**config.mk**
```make
export PLATFORM = sky130hd
export DESIGN_NAME = bav_divider
export DESIGN_NICKNAME = d
export VERILOG_FILES = /design/src/rtl/bav_pkg.sv /design/src/rtl/bav_divider.sv
export SDC_FILE = /design/constraint.sdc
export NUM_CORES = 1
export LEC_CHECK = 0
export ABC_AREA = 1
export BUFFER_PORTS_ARGS = -buffer_cell sky130_fd_sc_hd__buf_4
export CAP_MARGIN = 20
export CORE_MARGIN = 1
export CORE_UTILIZATION = 30
export DETAILED_ROUTE_END_ITERATION = 8
export PLACE_DENSITY = 0.4
export SLEW_MARGIN = 30
export SYNTH_ARGS = -nofsm -noshare
export SYNTH_HDL_FRONTEND = slang
export SYNTH_SLANG_ARGS = --single-unit
```
**constraint.sdc**
```tcl
create_clock -name clk_i -period 17.43 [get_ports clk_i]
set_clock_uncertainty 0.15 [all_clocks]
set_input_delay 3.486 -clock clk_i [delete_from_list [all_inputs] [get_ports clk_i]]
set_output_delay 3.486 -clock clk_i [all_outputs]
set_load 0.02 [all_outputs]
```
**src/rtl/bav_pkg.sv**
```systemverilog
// Shared types and constants of the box average filter.
`timescale 1ns / 1ps
`default_nettype none
package bav_pkg;

  // Configuration register fields
  localparam int unsigned KreqW  = 4;
  localparam int unsigned DimW   = 11;
  localparam int unsigned CfgIdxW = 2;
  localparam int unsigned PixW   = 8;

  // Configuration register indexes
  localparam logic [CfgIdxW-1:0] CFG_KERNEL = 2'd0;
  localparam logic [CfgIdxW-1:0] CFG_WIDTH  = 2'd1;
  localparam logic [CfgIdxW-1:0] CFG_HEIGHT = 2'd2;

  // Configuration reset values
  localparam logic [KreqW-1:0] KREQ_RESET = 4'd3;
  localparam logic [DimW-1:0]  DIM_RESET  = 11'd512;

  // Input kinds carried on tuser
  localparam logic OP_PIXEL = 1'b0;
  localparam logic OP_DRAIN = 1'b1;

  // Control sequencer states
  typedef enum logic [6:0] {
    S_IDLE  = 7'b0000001,
    S_SETUP = 7'b0000010,
    S_PROC  = 7'b0000100,
    S_READ  = 7'b0001000,
    S_LAST  = 7'b0010000,
    S_DIV   = 7'b0100000,
    S_OUT   = 7'b1000000
  } state_e;

endpackage
`default_nettype wire

```
**src/rtl/bav_divider.sv**
```systemverilog
// Division of the window sum by the kernel area through a reciprocal multiply.
`timescale 1ns / 1ps
`default_nettype none
module bav_divider #(
  parameter int unsigned SumW  = 16,
  parameter int unsigned AreaW = 8,
  parameter int unsigned KW    = 4
) (
  input  wire logic                     clk_i,
  input  wire logic                     rst_ni,
  input  wire logic                     start_i,
  input  wire logic [SumW-1:0]          dividend_i,
  input  wire logic [KW-1:0]            kernel_i,
  output logic                          done_o,
  output logic [bav_pkg::PixW-1:0]      quotient_o
);

  // floor(x / d) equals (x * ceil(2^RecS / d)) >> RecS for every x below 2^SumW
  // as long as d stays below 2^AreaW
  localparam int unsigned RecS  = SumW + AreaW;
  localparam int unsigned RecW  = RecS + 1;
  localparam int unsigned ProdW = SumW + RecW;
  localparam int unsigned NumK  = 2 ** (KW - 1);

  logic [RecW-1:0]          recip_tab [NumK];
  logic                     busy_q, done_q;
  logic [SumW-1:0]          dvd_q;
  logic [RecW-1:0]          rec_q;
  logic [ProdW-1:0]         prod;
  logic [bav_pkg::PixW-1:0] quo_q;

  // Reciprocal of k*k for each odd kernel size k = 2*i+1
  for (genvar gi = 0; gi < NumK; gi++) begin : g_recip
    localparam int unsigned Area = (2 * gi + 1) * (2 * gi + 1);
    assign recip_tab[gi] = RecW'(((64'd1 << RecS) + 64'(Area) - 64'd1) / 64'(Area));
  end

  // Track the two pipeline steps
  always_ff @(posedge clk_i or negedge rst_ni) begin
    if (!rst_ni) begin
      busy_q <= 1'b0;
      done_q <= 1'b0;
    end else begin
      busy_q <= start_i;
      done_q <= busy_q;
    end
  end

  // Latch the operands, then hold the scaled product
  always_ff @(posedge clk_i) begin
    if (start_i) begin
      dvd_q <= dividend_i;
      rec_q <= recip_tab[kernel_i[KW-1:1]];
    end
    if (busy_q) begin
      quo_q <= prod[RecS +: bav_pkg::PixW];
    end
  end

  assign prod       = ProdW'(dvd_q) * ProdW'(rec_q);
  assign done_o     = done_q;
  assign quotient_o = quo_q;

endmodule
`default_nettype wire

```
==> flow_summary.toml <==
[status]
status = "finished, final reports clean"

[grt]
grt_overflow = 0
grt_usage = 0.181
grt_pass1_vias = 9975
grt_pass1_wl_um = 57000
grt_max_degree = 37
antenna_found_initial = 0

[worst_setup_path]
path_class = "flip-flop to flip-flop"
critPathCaptureType = "flip-flop"
critPathTopFamily = "adder cells"
worstPathMaxFanout = 16
critPathMaxStageDelay_ns = 0.88
cp_cell_sequence = "nand2_1, fa_1, fa_1, inv_1, fa_1, fa_1, fa_1, inv_1, fa_1, inv_1, ha_1, nand2_1, nor2_4, nand2_2, nor4b_2, nand2_1, nand3_1, nand2_1"
r2r_slack_ns = 11.37
slowest_stage = "edfxtp_1"
cp.arrival_ns = 5.94
cp-start-kind = "flip-flop"
cp_common_cell = "fa_1"
path_buf_inv = 3
crit_required_ns = 17.32

[detailed_routing]
drtPass1Iterations = 5
vias = 8948
drc = 0
wl_per_cell_um = 16.9
totalWireLength_um = 35100
ant_nets = 0
first_iter_violations = 391
vias_per_cell = 4.31

[timing]
tightestPinTransition_ns = 0.958
period_needed_ns = 6.06
rsz0062_at_grt = "no"
final.setup.tns_ns = 0
slew_viol_final = 0
slew_headroom = 0.361
fmax_ghz = 0.165
setup_viol = 0
hold_viol_final = 0
post-route-period-util = 0.348

[final_layout]
seqCellArea_um2 = 1340
n_antenna_cell = 0
syn_to_final_growth_pct = 7.87
fillCellCount = 4355
final_nets = 1917
multi_input_area_um2 = 8750
drive_gt1_frac = 0.0516

[yosys]
yosysMostFrequentCell = "inv_1"
syn-instance-count = 1555
synth_common_cells = "inv_1 (497), nand2_1 (436), fa_1 (259), ha_1 (86), clkbuf_1 (55)"
synth.largest_area_cell = "fa_1"
synth_area_leaders = "fa_1 (42%), inv_1 (15%), nand2_1 (13%)"
yosysSeqAreaShare = 0.109
synth_cell_type_count = 31
ys.flop_type = "edfxtp_1"
avgSynthCellArea_um2 = 7.88
synth-async-reset-ratio = 0.0444
synth-edff-count = 43
yosysWarnings = 0
synth_nets = 1923
synth_top_cell_area_share = 0.423
synth-seq-cells = 45
netlist_area_um2 = 12300

[flow_run]
maxCapViolCount = 0

[cts]
cts_setup_buffers = 0
clockBufferDepth = 2
post_cts_resize_count = 0
cts_hold_buf = 0
cts_tree = "done"
clkTransAtPathRegs_ns = 0.07
cts_buffers = 5
h-tree-depth = 2
root_buffer = "clkbuf_16"
cts.sinks = 45
clock_latency_ns = 0.29

[floorplanning]
die_y_um = 204
fp-row-count = 73
die-area_um2 = 41700
core-area_um2 = 40000
fp.dieW_um = 204
io_pins = 32
start_util = 0.306

[placed_design]
port_buffers = 30
hpwl_um = 28900
place_congestion = 0.814

[worst_hold_path]
min_path_type = "flip-flop to flip-flop"
-- per-layer routing --
layer,part of all wire,up-vias,GRT usage
met4,0.011,0,0.0264
met3,0.025,26,0.0102
met2,0.46,126,0.296
met5,0,-,0
li1,-,4337,-
met1,0.50,4459,0.266
-- worst reg2reg max path: stages, from the launching register on --
cell	delay, ns
edfxtp_1	0.88
nand2_1	0.28
fa_1	0.55
fa_1	0.54
inv_1	0.05
fa_1	0.49
fa_1	0.51
fa_1	0.50
inv_1	0.06
fa_1	0.53
inv_1	0.06
ha_1	0.34
nand2_1	0.14
nor2_4	0.15
nand2_2	0.08
nor4b_2	0.21
nand2_1	0.11
nand3_1	0.10
nand2_1	0.09
-- path summary, 6_finish.rpt --
path / from / to / cells past startpoint
worst min register to register: busy_q / done_o / 0
worst max-delay path: rec_q[14] / quotient_o[3] / 18
max in group asynchronous: rst_ni / busy_q / 1
worst min-delay path: busy_q / done_o / 0
worst max register to register: rec_q[14] / quotient_o[3] / 18
min in group asynchronous: rst_ni / done_o / 1
-- per-stage QoR --
step                area [um2]  hold WS, ns  worst slack (ns)  cells   util
floorplan                12300        0.391             11.91   1555      -
global placement         13000        0.467             11.05   2064  0.325
detailed placement       13000        0.486             11.34   2067  0.326
CTS                      13200        0.493             11.29   2075  0.330
global route             13200        0.500             10.99   2075  0.330
finish                   13200        0.470             11.37   2075  0.330
-- final cells by class --
class	instances	area share
clock buffers	6	0.00975
clock inverters	2	0.00293
inverters	500	0.142
multi-input cells	943	0.662
flip-flops and latches	45	0.101
well taps	525	0.0497
repair buffers	54	0.0318
-- registers in the layout (all words and copies together), names as in the netlist --
register	cells
busy_q	1
done_o	1
dvd_q	16
quotient_o	8
rec_q	19
-- kinds of logic after synthesis --
family | after synthesis | synth area share
compound gates | 58 | 0.0256
xor+xnor | 3 | 0.00214
fa+ha+maj | 345 | 0.511
buf+inv | 567 | 0.176
flops | 45 | 0.109
simple gates | 537 | 0.176
-- cell usage in the layout, fill, tap and decap left out, drive strengths merged, types with 6 or more instances in the layout --
| master | synthesis | final |
|---|---|---|
| buf | 12 | 54 |
| nor2 | 53 | 53 |
| edfxtp | 43 | 43 |
| ha | 86 | 86 |
| nand3 | 20 | 20 |
| nor3 | 8 | 8 |
| a21oi | 27 | 27 |
| nand2 | 444 | 444 |
| o21ai | 20 | 20 |
| fa | 259 | 259 |
| clkbuf | 55 | 6 |
| inv | 500 | 500 |
Power is left out: the tool's default activity adds up to more than one toggle a clock period on the data nets, which glitch-free logic cannot reach.
